[src/sv/vca_pkg.sv]
// Shared types and codes for the voice channel allocator.
package vca_pkg;

   typedef enum logic [1:0] {
      ST_IDLE,
      ST_SCAN,
      ST_FINISH
   } state_type;

   localparam int ACTION_W = 2;
   localparam int STATUS_W = 2;
   localparam int CHAN_W   = 4;
   localparam int CFG_W    = 5;

   localparam logic [CFG_W-1:0] CFG_RESET = 5'd8;

   localparam logic [ACTION_W-1:0] ACT_START        = 2'd0;
   localparam logic [ACTION_W-1:0] ACT_STOP_EMITTER = 2'd1;
   localparam logic [ACTION_W-1:0] ACT_STOP_INDEX   = 2'd2;
   localparam logic [ACTION_W-1:0] ACT_STOP_ALL     = 2'd3;

   localparam logic [STATUS_W-1:0] STS_GRANTED  = 2'd0;
   localparam logic [STATUS_W-1:0] STS_DROPPED  = 2'd1;
   localparam logic [STATUS_W-1:0] STS_FREED    = 2'd2;
   localparam logic [STATUS_W-1:0] STS_NO_MATCH = 2'd3;

endpackage

[src/sv/vca_ram.sv]
// Generic single-write, single-read RAM with registered read data.
module vca_ram #(
   parameter int WIDTH = 8,
   parameter int DEPTH = 16,
   localparam int AW   = (DEPTH > 1) ? $clog2(DEPTH) : 1
) (
   input  logic             clock,
   input  logic             wr_en,
   input  logic [AW-1:0]    wr_addr,
   input  logic [WIDTH-1:0] wr_data,
   input  logic [AW-1:0]    rd_addr,
   output logic [WIDTH-1:0] rd_data
);

   logic [WIDTH-1:0] mem_ff [DEPTH];
   logic [WIDTH-1:0] rd_data_ff;

   always_ff @(posedge clock) begin
      if (wr_en) begin
         mem_ff[wr_addr] <= wr_data;
      end
      rd_data_ff <= mem_ff[rd_addr];
   end

   assign rd_data = rd_data_ff;

endmodule

[src/sv/voice_channel_allocator_core.sv]
// Voice channel allocator: top level with scan sequencer and channel table.
//
//  channel  dir  handshake              payload
//  req_     in   req_tvalid/req_tready  tuser: action; tdata: emitter, pickup, volume, index
//  rsp_     out  rsp_tvalid/rsp_tready  tuser: status; tdata: chosen_channel, stole_busy
//  csr_     in   csr_valid/csr_ready    csr_data: channels_in_use
//
// Start and stop-by-emitter walk the n channels in use through the table RAM read port,
// one channel a cycle. Stop-by-index and stop-all skip the scan and go straight to finish.
// The output register holds a result until taken; the next request beat is accepted
// once that result is loaded. Reset is synchronous; it clears busy and written bits,
// so the table needs no clearing pass. csr_ready is always high.
module voice_channel_allocator_core #(
   parameter int MAX_CHANNELS = 16,
   parameter int EMITTER_BITS = 16,
   parameter int VOLUME_BITS  = 10,
   localparam int REQ_W = ((EMITTER_BITS + VOLUME_BITS + 5 + 7) / 8) * 8
) (
   input  logic                          clock,
   input  logic                          reset,
   // csr
   input  logic                          csr_valid,
   output logic                          csr_ready,
   input  logic [vca_pkg::CFG_W-1:0]     csr_data,
   // request
   input  logic                          req_tvalid,
   output logic                          req_tready,
   input  logic [REQ_W-1:0]              req_tdata,  // emitter_id, pickup_class, sound_volume,
                                                     // channel_index, zero pad
   input  logic [vca_pkg::ACTION_W-1:0]  req_tuser,  // action
   // response
   output logic                          rsp_tvalid,
   input  logic                          rsp_tready,
   output logic [7:0]                    rsp_tdata,  // chosen_channel, stole_busy, zero pad
   output logic [vca_pkg::STATUS_W-1:0]  rsp_tuser   // status
);

   import vca_pkg::*;

   localparam int IW    = (MAX_CHANNELS > 1) ? $clog2(MAX_CHANNELS) : 1;
   localparam int CW    = $clog2(MAX_CHANNELS + 1);
   localparam int NW    = (CW > CFG_W) ? CW : CFG_W;
   localparam int XW    = (CW > CHAN_W) ? CW : CHAN_W;
   localparam int RAM_W = EMITTER_BITS + VOLUME_BITS + 1;

   // request fields
   logic [EMITTER_BITS-1:0] req_emitter;
   logic                    req_pickup;
   logic [VOLUME_BITS-1:0]  req_volume;
   logic [CHAN_W-1:0]       req_index;

   assign req_emitter = req_tdata[EMITTER_BITS-1:0];
   assign req_pickup  = req_tdata[EMITTER_BITS];
   assign req_volume  = req_tdata[EMITTER_BITS+VOLUME_BITS:EMITTER_BITS+1];
   assign req_index   = req_tdata[EMITTER_BITS+VOLUME_BITS+CHAN_W:EMITTER_BITS+VOLUME_BITS+1];

   state_type state_ff, state_in;

   logic [CFG_W-1:0]        cfg_ff, cfg_in;
   logic [ACTION_W-1:0]     act_ff, act_in;
   logic [EMITTER_BITS-1:0] emit_ff, emit_in;
   logic                    pcls_ff, pcls_in;
   logic [VOLUME_BITS-1:0]  vol_ff, vol_in;
   logic [CHAN_W-1:0]       idx_ff, idx_in;
   logic [CW-1:0]           ptr_ff, ptr_in;
   logic                    chk_vld_ff, chk_vld_in;
   logic [IW-1:0]           chk_idx_ff, chk_idx_in;
   logic                    m_hit_ff, m_hit_in;
   logic [IW-1:0]           m_idx_ff, m_idx_in;
   logic                    f_hit_ff, f_hit_in;
   logic [IW-1:0]           f_idx_ff, f_idx_in;
   logic                    l_hit_ff, l_hit_in;
   logic [IW-1:0]           l_idx_ff, l_idx_in;
   logic [VOLUME_BITS:0]    l_vol_ff, l_vol_in;
   logic [MAX_CHANNELS-1:0] busy_ff, busy_in;
   logic [MAX_CHANNELS-1:0] wrtn_ff, wrtn_in;
   logic                    rsp_vld_ff, rsp_vld_in;
   logic [STATUS_W-1:0]     rsp_sts_ff, rsp_sts_in;
   logic [CHAN_W-1:0]       rsp_chan_ff, rsp_chan_in;
   logic                    rsp_stole_ff, rsp_stole_in;

   // active channel count, saturated to the table size
   logic [NW-1:0] cfg_wide;
   logic [NW-1:0] n_wide;
   logic [CW-1:0] n;

   assign cfg_wide = NW'(cfg_ff);
   assign n_wide   = (cfg_wide > NW'(MAX_CHANNELS)) ? NW'(MAX_CHANNELS) : cfg_wide;
   assign n        = n_wide[CW-1:0];

   logic [MAX_CHANNELS-1:0] inuse_mask;
   logic                    idx_busy;

   always_comb begin
      idx_busy = 1'b0;
      for (int i = 0; i < MAX_CHANNELS; i++) begin
         inuse_mask[i] = (CW'(i) < n);
         if (XW'(idx_ff) == XW'(i)) begin
            idx_busy = busy_ff[i];
         end
      end
   end

   // channel table: {pickup, volume, emitter}
   logic             ram_we;
   logic [IW-1:0]    ram_waddr;
   logic [RAM_W-1:0] ram_wdata;
   logic [IW-1:0]    ram_raddr;
   logic [RAM_W-1:0] ram_q;

   assign ram_raddr = (ptr_ff < n) ? ptr_ff[IW-1:0] : '0;

   vca_ram #(
      .WIDTH (RAM_W),
      .DEPTH (MAX_CHANNELS)
   ) u_table (
      .clock   (clock),
      .wr_en   (ram_we),
      .wr_addr (ram_waddr),
      .wr_data (ram_wdata),
      .rd_addr (ram_raddr),
      .rd_data (ram_q)
   );

   // never-written entries read as zero
   logic [RAM_W-1:0]        ent;
   logic [EMITTER_BITS-1:0] ent_emit;
   logic [VOLUME_BITS-1:0]  ent_vol;
   logic                    ent_pcls;
   logic                    ent_busy;

   assign ent      = wrtn_ff[chk_idx_ff] ? ram_q : '0;
   assign ent_emit = ent[EMITTER_BITS-1:0];
   assign ent_vol  = ent[EMITTER_BITS+VOLUME_BITS-1:EMITTER_BITS];
   assign ent_pcls = ent[RAM_W-1];
   assign ent_busy = busy_ff[chk_idx_ff];

   // final decision, from the scan results
   logic                fin_grant;
   logic [IW-1:0]       fin_idx;
   logic [STATUS_W-1:0] fin_sts;
   logic [CHAN_W-1:0]   fin_chan;
   logic                fin_stole;
   logic [XW-1:0]       fin_idx_wide;

   assign fin_idx_wide = XW'(fin_idx);

   always_comb begin
      fin_grant = 1'b0;
      fin_idx   = '0;
      fin_sts   = STS_NO_MATCH;
      fin_chan  = '0;
      fin_stole = 1'b0;
      unique case (act_ff)
         ACT_START: begin
            priority if (m_hit_ff) begin
               fin_grant = 1'b1;
               fin_idx   = m_idx_ff;
            end else if (f_hit_ff) begin
               fin_grant = 1'b1;
               fin_idx   = f_idx_ff;
            end else if (l_hit_ff) begin
               fin_grant = 1'b1;
               fin_idx   = l_idx_ff;
            end else begin
               fin_grant = 1'b0;
            end
            if (fin_grant) begin
               fin_sts   = STS_GRANTED;
               fin_chan  = fin_idx_wide[CHAN_W-1:0];
               fin_stole = busy_ff[fin_idx];
            end else begin
               fin_sts = STS_DROPPED;
            end
         end
         ACT_STOP_EMITTER: begin
            fin_idx = m_idx_ff;
            if (m_hit_ff) begin
               fin_sts  = STS_FREED;
               fin_chan = fin_idx_wide[CHAN_W-1:0];
            end
         end
         ACT_STOP_INDEX: begin
            if ((XW'(idx_ff) < XW'(n)) && idx_busy) begin
               fin_sts  = STS_FREED;
               fin_chan = idx_ff;
            end
         end
         ACT_STOP_ALL: begin
            if (|(busy_ff & inuse_mask)) begin
               fin_sts = STS_FREED;
            end
         end
         default: begin
            fin_sts = STS_NO_MATCH;
         end
      endcase
   end

   logic load;

   assign load       = (state_ff == ST_FINISH) && (!rsp_vld_ff || rsp_tready);
   assign req_tready = (state_ff == ST_IDLE);
   assign csr_ready  = 1'b1;

   always_comb begin
      state_in     = state_ff;
      cfg_in       = cfg_ff;
      act_in       = act_ff;
      emit_in      = emit_ff;
      pcls_in      = pcls_ff;
      vol_in       = vol_ff;
      idx_in       = idx_ff;
      ptr_in       = ptr_ff;
      chk_vld_in   = 1'b0;
      chk_idx_in   = chk_idx_ff;
      m_hit_in     = m_hit_ff;
      m_idx_in     = m_idx_ff;
      f_hit_in     = f_hit_ff;
      f_idx_in     = f_idx_ff;
      l_hit_in     = l_hit_ff;
      l_idx_in     = l_idx_ff;
      l_vol_in     = l_vol_ff;
      busy_in      = busy_ff;
      wrtn_in      = wrtn_ff;
      rsp_vld_in   = rsp_tready ? 1'b0 : rsp_vld_ff;
      rsp_sts_in   = rsp_sts_ff;
      rsp_chan_in  = rsp_chan_ff;
      rsp_stole_in = rsp_stole_ff;
      ram_we       = 1'b0;
      ram_waddr    = fin_idx;
      ram_wdata    = {pcls_ff, vol_ff, emit_ff};

      if (csr_valid) begin
         cfg_in = csr_data;
      end

      unique case (state_ff)
         ST_IDLE: begin
            if (req_tvalid) begin
               act_in   = req_tuser;
               emit_in  = req_emitter;
               pcls_in  = req_pickup;
               vol_in   = req_volume;
               idx_in   = req_index;
               ptr_in   = '0;
               m_hit_in = 1'b0;
               f_hit_in = 1'b0;
               l_hit_in = 1'b0;
               // steal threshold starts one above the request volume
               l_vol_in = {1'b0, req_volume} + 1'b1;
               if ((req_tuser == ACT_START || req_tuser == ACT_STOP_EMITTER) && (n != '0)) begin
                  state_in = ST_SCAN;
               end else begin
                  state_in = ST_FINISH;
               end
            end
         end
         ST_SCAN: begin
            if (ptr_ff < n) begin
               chk_vld_in = 1'b1;
               chk_idx_in = ptr_ff[IW-1:0];
               ptr_in     = ptr_ff + 1'b1;
            end
            if (chk_vld_ff) begin
               if (act_ff == ACT_START) begin
                  if (!m_hit_ff && ent_emit == emit_ff && ent_pcls == pcls_ff) begin
                     m_hit_in = 1'b1;
                     m_idx_in = chk_idx_ff;
                  end
                  if (!f_hit_ff && !ent_busy) begin
                     f_hit_in = 1'b1;
                     f_idx_in = chk_idx_ff;
                  end
                  // strict compare keeps the first channel of lowest volume
                  if ({1'b0, ent_vol} < l_vol_ff) begin
                     l_hit_in = 1'b1;
                     l_idx_in = chk_idx_ff;
                     l_vol_in = {1'b0, ent_vol};
                  end
               end else begin
                  if (!m_hit_ff && ent_busy && ent_emit == emit_ff) begin
                     m_hit_in = 1'b1;
                     m_idx_in = chk_idx_ff;
                  end
               end
               if (CW'(chk_idx_ff) + 1'b1 == n) begin
                  state_in = ST_FINISH;
               end
            end
         end
         ST_FINISH: begin
            if (load) begin
               state_in     = ST_IDLE;
               rsp_vld_in   = 1'b1;
               rsp_sts_in   = fin_sts;
               rsp_chan_in  = fin_chan;
               rsp_stole_in = fin_stole;
               unique case (act_ff)
                  ACT_START: begin
                     if (fin_grant) begin
                        ram_we           = 1'b1;
                        busy_in[fin_idx] = 1'b1;
                        wrtn_in[fin_idx] = 1'b1;
                     end
                  end
                  ACT_STOP_EMITTER: begin
                     if (m_hit_ff) begin
                        busy_in[fin_idx] = 1'b0;
                     end
                  end
                  ACT_STOP_INDEX: begin
                     for (int i = 0; i < MAX_CHANNELS; i++) begin
                        if (XW'(idx_ff) == XW'(i) && inuse_mask[i]) begin
                           busy_in[i] = 1'b0;
                        end
                     end
                  end
                  ACT_STOP_ALL: begin
                     busy_in = busy_ff & ~inuse_mask;
                  end
                  default: begin
                     busy_in = busy_ff;
                  end
               endcase
            end
         end
         default: begin
            state_in = ST_IDLE;
         end
      endcase
   end

   always_ff @(posedge clock) begin
      if (reset) begin
         state_ff <= ST_IDLE;
      end else begin
         state_ff <= state_in;
      end
   end

   always_ff @(posedge clock) begin
      if (reset) begin
         cfg_ff     <= CFG_RESET;
         chk_vld_ff <= 1'b0;
         busy_ff    <= '0;
         wrtn_ff    <= '0;
         rsp_vld_ff <= 1'b0;
      end else begin
         cfg_ff     <= cfg_in;
         chk_vld_ff <= chk_vld_in;
         busy_ff    <= busy_in;
         wrtn_ff    <= wrtn_in;
         rsp_vld_ff <= rsp_vld_in;
      end
   end

   always_ff @(posedge clock) begin
      act_ff       <= act_in;
      emit_ff      <= emit_in;
      pcls_ff      <= pcls_in;
      vol_ff       <= vol_in;
      idx_ff       <= idx_in;
      ptr_ff       <= ptr_in;
      chk_idx_ff   <= chk_idx_in;
      m_hit_ff     <= m_hit_in;
      m_idx_ff     <= m_idx_in;
      f_hit_ff     <= f_hit_in;
      f_idx_ff     <= f_idx_in;
      l_hit_ff     <= l_hit_in;
      l_idx_ff     <= l_idx_in;
      l_vol_ff     <= l_vol_in;
      rsp_sts_ff   <= rsp_sts_in;
      rsp_chan_ff  <= rsp_chan_in;
      rsp_stole_ff <= rsp_stole_in;
   end

   assign rsp_tvalid = rsp_vld_ff;
   assign rsp_tuser  = rsp_sts_ff;
   assign rsp_tdata  = {3'b000, rsp_stole_ff, rsp_chan_ff};

   // one request at a time: no beat is taken right after one was
   a_one_at_a_time: assert property (@(posedge clock) disable iff (reset)
      req_tvalid && req_tready |=> !req_tready)
      else $error("request accepted while a request is in progress");

   // scan never looks past the channels in use
   a_scan_in_range: assert property (@(posedge clock) disable iff (reset)
      chk_vld_ff |-> (CW'(chk_idx_ff) < n))
      else $error("scan index beyond active channel count");

   // a granted channel is busy afterwards
   a_grant_busy: assert property (@(posedge clock) disable iff (reset)
      load && fin_grant |=> busy_ff[$past(fin_idx)])
      else $error("granted channel not marked busy");

   // stop all leaves no active channel busy
   a_stop_all_clears: assert property (@(posedge clock) disable iff (reset)
      load && act_ff == ACT_STOP_ALL |=> (busy_ff & inuse_mask) == '0)
      else $error("stop all left an active channel busy");

endmodule
[config.mk]
export PLATFORM = sky130hd
export DESIGN_NAME = voice_channel_allocator_core
export DESIGN_NICKNAME = d
export VERILOG_FILES = /design/src/sv/vca_pkg.sv /design/src/sv/vca_ram.sv /design/src/sv/voice_channel_allocator_core.sv
export SDC_FILE = /design/constraint.sdc
export NUM_CORES = 1
export LEC_CHECK = 0
export ABC_CLOCK_PERIOD_IN_PS = 6600
export BUFFER_PORTS_ARGS = -buffer_cell sky130_fd_sc_hd__buf_2
export CORE_MARGIN = 3
export CORE_UTILIZATION = 46
export CTS_CLUSTER_SIZE = 20
export DETAILED_ROUTE_END_ITERATION = 6
export MAX_ROUTING_LAYER = met4
export SLEW_MARGIN = 20
export SYNTH_ARGS = -nofsm -noshare
export SYNTH_HDL_FRONTEND = slang
export SYNTH_SLANG_ARGS = --single-unit
[constraint.sdc]
create_clock -name clock -period 6.6 [get_ports clock]
set_clock_uncertainty 0.05 [all_clocks]
set_input_delay 1.32 -clock clock [delete_from_list [all_inputs] [get_ports clock]]
set_output_delay 1.32 -clock clock [all_outputs]
set_load 0.01 [all_outputs]
; ---- Word-level counts from Yosys, hierarchy flattened
; Memories as Yosys holds them, arrays and structs flattened. A register that Yosys moved wholly into a read port is not among the register bits.
; Cells that the tools add are included.
[totals]
register_bits = 116
ram_bits = 432
in_bits = 44
output_inout_bits = 13
elab_cells = 302
mem_count = 1
[memory_table]
columns = name, words, word_bits, read_ports, rd_ports_with_merged_regs, wr, line
row1 = u_table.mem_ff, 16, 27, 1, 1, 1, vca_ram.sv:15  ; logic [WIDTH-1:0] mem_ff [DEPTH];
[op_classes]
n_addsub = 3
n_lt_le_gt_ge = 24
n_eq_ne = 53
mux = 106
n_bitwise = 8
reduce_logical = 69
[op_table]
columns = operator, n
row1 = AND reduction 5 bit, 19
row2 = two-way mux 1 bit, 66
row3 = one-hot mux 16 bit (4 select lines), 1
row4 = "!= test 2 bit, second input constant", 26
row5 = AND 16 bit, 3
row6 = two-way mux 11 bit, 4
row7 = two-way mux 4 bit, 11
row8 = "less-than comparator 4 x 5 -> 1 bit, first input constant", 8
row9 = "equality test 4 bit, second input constant", 8
row10 = two-way mux 16 bit, 2
row11 = NOT 16 bit, 2
row12 = OR 16 bit, 2
row13 = two-way mux 27 bit, 1
row14 = logical AND 1 bit, 25
row15 = one-hot mux 11 bit (2 select lines), 1
row16 = "less-than comparator 3 x 5 -> 1 bit, first input constant", 4
row17 = AND reduction 4 bit, 5
row18 = equality test 16 bit, 1
row19 = "equality test 4 x 3 -> 1 bit, second input constant", 4
row20 = OR reduction 16 bit, 1
row21 = "less-than comparator 4 x 5 -> 1 bit, second input constant", 3
row22 = two-way mux 5 bit, 3
row23 = binary-select mux 1 bit (select 4 bit), 3
row24 = one-hot mux 4 bit (3 select lines), 1
row25 = other kinds (35), 59

; ---- Logic depth before layout (Yosys ltp)
[logic_depth]
ltp_word = 20
ltp_mapped = 14
depth_no_buf = 12

; ---- Hierarchy
; From an unflattened synthesis, not the netlist that was laid out.
[hier_totals]
hier_cells = 1399
hier_area_um2 = 23590.1
[modules_own_cells]
columns = module, n_inst, cells_per_inst, area_each_um2, seq_area_each_um2
row1 = vca_ram, 1, 710, 16892.5, 13513.0
row2 = voice_channel_allocator_core, 1, 689, 6697.7, 3072.9

; ---- Least setup slack after synthesis
; No wires, ideal clock.
[synth_path]
path_type = in2reg
start = input rsp_tready
end = memory u_table.mem_ff[0][0] in the netlist's numbering, enable pin
setup_ps = 447
arrival_ps = 4599
required_ps = 6103
setup_slack_ps = 1504
path_stages = 6
n_path_buf = 1
cell_sequence = nand2b_1 > nor2b_1 > o31ai_1 > or2_2 > clkbuf_1 > nor3_1
[synth_via]
elab_chain_cells = 6
[synth_rtl]
columns = item, line
row1 = start: declaration, voice_channel_allocator_core.sv:33  ; input logic rsp_tready,
row2 = logical OR 1 bit, voice_channel_allocator_core.sv:202  ; assign load = (state_ff == ST_FINISH) && (!rsp_vld_ff || rsp_tready);
row3 = logical AND 1 bit, voice_channel_allocator_core.sv:202
row4 = two-way mux 1 bit, voice_channel_allocator_core.sv:293  ; if (load) begin
row5 = two-way mux 1 bit, voice_channel_allocator_core.sv:238  ; unique case (state_ff)
row6 = two-way mux 1 bit, vca_ram.sv:19  ; if (wr_en) begin
row7 = two-way mux 1 bit (not written as such), vca_ram.sv:20  ; mem_ff[wr_addr] <= wr_data;
row8 = end: declaration, vca_ram.sv:15
; No other way between the ends.

; ---- Worst setup path after layout
[layout_path]
start = register chk_idx_ff[2]
end = register l_hit_ff, enable pin
[layout_via]
elab_chain_cells = 6
[layout_rtl]
columns = item, line
row1 = start: declaration, voice_channel_allocator_core.sv:67  ; logic [IW-1:0] chk_idx_ff, chk_idx_in;
row2 = start signal: assignment, voice_channel_allocator_core.sv:365  ; chk_idx_ff <= chk_idx_in;
row3 = binary-select mux 1 bit (select 4 bit), voice_channel_allocator_core.sv:132  ; assign ent = wrtn_ff[chk_idx_ff] ? ram_q : '0;
row4 = two-way mux 1 bit (not written as such), voice_channel_allocator_core.sv:132
row5 = two-way mux 27 bit, voice_channel_allocator_core.sv:132
row6 = less-than comparator 10 x 11 -> 1 bit, voice_channel_allocator_core.sv:276  ; if ({1'b0, ent_vol} < l_vol_ff) begin
row7 = != test 2 bit (no line), -
row8 = AND reduction 5 bit (no line), -
row9 = end signal: assignment, voice_channel_allocator_core.sv:370  ; l_hit_ff <= l_hit_in;
row10 = end: declaration, voice_channel_allocator_core.sv:72  ; logic l_hit_ff, l_hit_in;
; No other way between the ends. The select of a mux whose other input is x is not followed.
; A chain may end at the register's enable or synchronous reset.

==> results.sh <==
export IMPL_status="complete, no violations"
export IMPL_cp_max_fo=18
export IMPL_grt_use_met2_pct=35.2
export IMPL_finalSetupViolCount=0
export IMPL_drv_cap=0
export IMPL_cts_num_sinks=575
export IMPL_grt_first_pass_wirelength_um=93800
export IMPL_synth_edf_count=507
export IMPL_cts_resized_gates=0
export IMPL_htreeDepth=2
export IMPL_arrival_ns=4.77
export IMPL_critPathKind="reg -> reg"
export IMPL_yosysSeqAreaShare_pct=66.9
export IMPL_clkLatencyLatePin_ns=0.63
export IMPL_ys_flop_type="edfxtp_1"
export IMPL_port_buffer_count=51
export IMPL_cts_buffers=59
export IMPL_gp_congestion=0.865
export IMPL_drive_above_1_share_pct=17.1
export IMPL_viasPerCell=5.92
export IMPL_start_kind="flip-flop"
export IMPL_cts_root_buf="clkbuf_16"
export IMPL_cts_path_max_buffers=3
export IMPL_hold_path_class="reg -> reg"
export IMPL_fin_ws_ns=2.03
export IMPL_power_mw=9.01
export IMPL_nets=1835
export IMPL_ir_drop_mv=0.261
export IMPL_layout_min_cycle_time_ns=4.57
export IMPL_cts_hold_buf=0
export IMPL_globalRouteMet3Util_pct=3.09
export IMPL_max_slew_margin_pct=26.9
export IMPL_post_cts_buffers=0
export IMPL_dieWidth_um=238
export IMPL_ys_warn_count=0
export IMPL_area_growth_pct=13.6
export IMPL_path_common_cell="a21o_1"
export IMPL_post_route_period_util_pct=69.2
export IMPL_critPathBufInv=1
export IMPL_ys_seq_elements=575
export IMPL_top_usage_layer="met2"
export IMPL_grt_max_degree=153
export IMPL_pin_count=57
export IMPL_final_cell_mix="507 x edfxtp_1, 149 x mux2i_1, 98 x a21oi_1"
export IMPL_p_leak_nw=9.66
export IMPL_core_um2=53000
export IMPL_utilization_pct=53.1
export IMPL_async_flop_share_pct=0
export IMPL_die_area_um2=56700
export IMPL_avgSynthCellArea_um2=14.2
export IMPL_crit_chain="and2b_4 -> a2111oi_0 -> o41ai_4 -> buf_4 -> and3_1 -> ha_1 -> a21o_1 -> a21o_1 -> a21oi_1 -> nor2b_1 -> o21ai_0 -> a211o_1 -> a41o_1"
export IMPL_grt_total_usage_pct=22.7
export IMPL_grt_overflow=0
export IMPL_hpwl_um=35000
export IMPL_wl_per_cell_um=24.8
export IMPL_synth_area_top_cells="edfxtp_1 61%, mux2i_1 6.0%, dfxtp_1 5.5%, mux4_2 3.2%, a21oi_1 2.0%"
export IMPL_final_common_cell="edfxtp_1"
export IMPL_antenna_found_initial=3
export IMPL_cp_end_kind="flip-flop"
export IMPL_start_util_pct=46.8
export IMPL_path_clk_slew_ns=0.06
export IMPL_crit_family="compound AO/OA/AOI/OAI gates"
export IMPL_tightestPinTransition_ns=1.09
export IMPL_rsz0062_at_grt="no"
export IMPL_rows=84
export IMPL_place_ws_ns=2.05
export IMPL_slew_violations=0
export IMPL_tns_ns=0
export IMPL_ant_nets=0
export IMPL_cpMaxStageDelayCell="edfxtp_1"
export IMPL_max_freq_mhz=219
export IMPL_cp_required_ns=6.81
export IMPL_power_density_nw_per_um2=320
export IMPL_synthesis_area_um2=24800
export IMPL_yosysUniqueCellTypes=82
export IMPL_grt_use_met1_pct=31.5
export IMPL_fin_hold_ws_ns=0.408
export IMPL_drt_iter0_markers=1353
export IMPL_drt_pass1_iterations=5
export IMPL_antenna_cells=0
export IMPL_synth_area_leader_cell="edfxtp_1"
export IMPL_hold_viol=0
export IMPL_slowest_delay_ns=0.80
export IMPL_die_y_um=238
export IMPL_vias=14900
export IMPL_syn_inst=1739
export IMPL_cts_tree="yes"
export IMPL_drc=0
export IMPL_synth_top_area_share_pct=61.5
export IMPL_drt_wl_total_um=62200
export IMPL_grt_pass1_vias=14700
## metal layers
layer  part of all wire [%]  vias to the layer above
met5                      0                        -
met4                    2.4                        0
met3                    4.8                      104
met2                     47                      410
met1                     46                     7535
li1                       -                     6821
## path summary, 6_finish.rpt
path | startpoint | endpoint | slack, ns | cells past startpoint
hold reg to reg | wrtn_ff[10] | wrtn_ff[10] | 0.41 | 2
hold / removal | wrtn_ff[10] | wrtn_ff[10] | 0.41 | 2
setup reg to reg | chk_idx_ff[2] | l_hit_ff | 2.03 | 13
setup / recovery | chk_idx_ff[2] | l_hit_ff | 2.03 | 13
## report_power, final
group | total [mW] | switching [mW] | internal, mW
registers | 4.20 | 0.125 | 4.08
logic | 0.978 | 0.600 | 0.378
clock network | 3.83 | 1.42 | 2.41
total | 9.01 | 2.15 | 6.86
## registers in the layout, indices dropped and copies added (netlist names), 5 cells and up
name,cells
vol_ff,10
wrtn_ff,16
l_vol_ff,11
emit_ff,16
cfg_ff,5
u_table.rd_data,27
busy_ff,16
ptr_ff,5
u_table.mem_ff,432
## cell usage after synthesis, types with 8 or more instances
cell        n
nand3b_1    8
o31ai_1    11
xor2_1     11
o22ai_1    32
mux4_2     35
mux2i_1   149
o22a_1     27
buf_4      10
o21ai_0    62
a21o_1     43
nor2_1     72
o21ai_1    24
clkbuf_1   90
a31oi_1    16
nand3_1    19
or3b_2     27
and3_1     13
xnor2_1    10
nand2_1    69
ha_1       19
buf_2      13
nor3_1     19
inv_1      39
edfxtp_1  507
nor2b_1    37
o211ai_1   29
nand2b_1   10
and2_1     10
dfxtp_1    68
or2_2      34
a21oi_1    99
o221ai_1   29
## area by class of cell
cell class,count,area [µm²]
fillers,4348,24800
flip-flops and latches,575,16600
multi-input cells,1002,7600
clock buffers,74,1610
well taps,688,861
clock inverters,38,669
repair buffers,92,661
inverters,42,158
## logic make-up after synthesis
kind of cell | Yosys count | share of synthesized area, %
AO/OA/AOI/OAI | 431 | 11.7
XOR/XNOR | 22 | 0.838
multiplexers | 188 | 9.44
other | 2 | 0.0303
AND/OR/NAND/NOR | 337 | 7.32
flip-flops | 575 | 66.9
buffers and inverters | 164 | 2.76
adder cells (fa/ha/maj) | 20 | 1.00
## tightest hold or removal path: stages (launching register included)
cell and delay, ns:
dfxtp_1 0.30, inv_1 0.06, a21oi_1 0.05
## through the flow
stage               area [µm²]  instances
CTS                      28100       2510
global route             28200       2511
detailed placement       25800       2398
finish                   28200       2511
floorplan                24800       1741
global placement         25800       2396
Power figures use the tool's default switching activity.
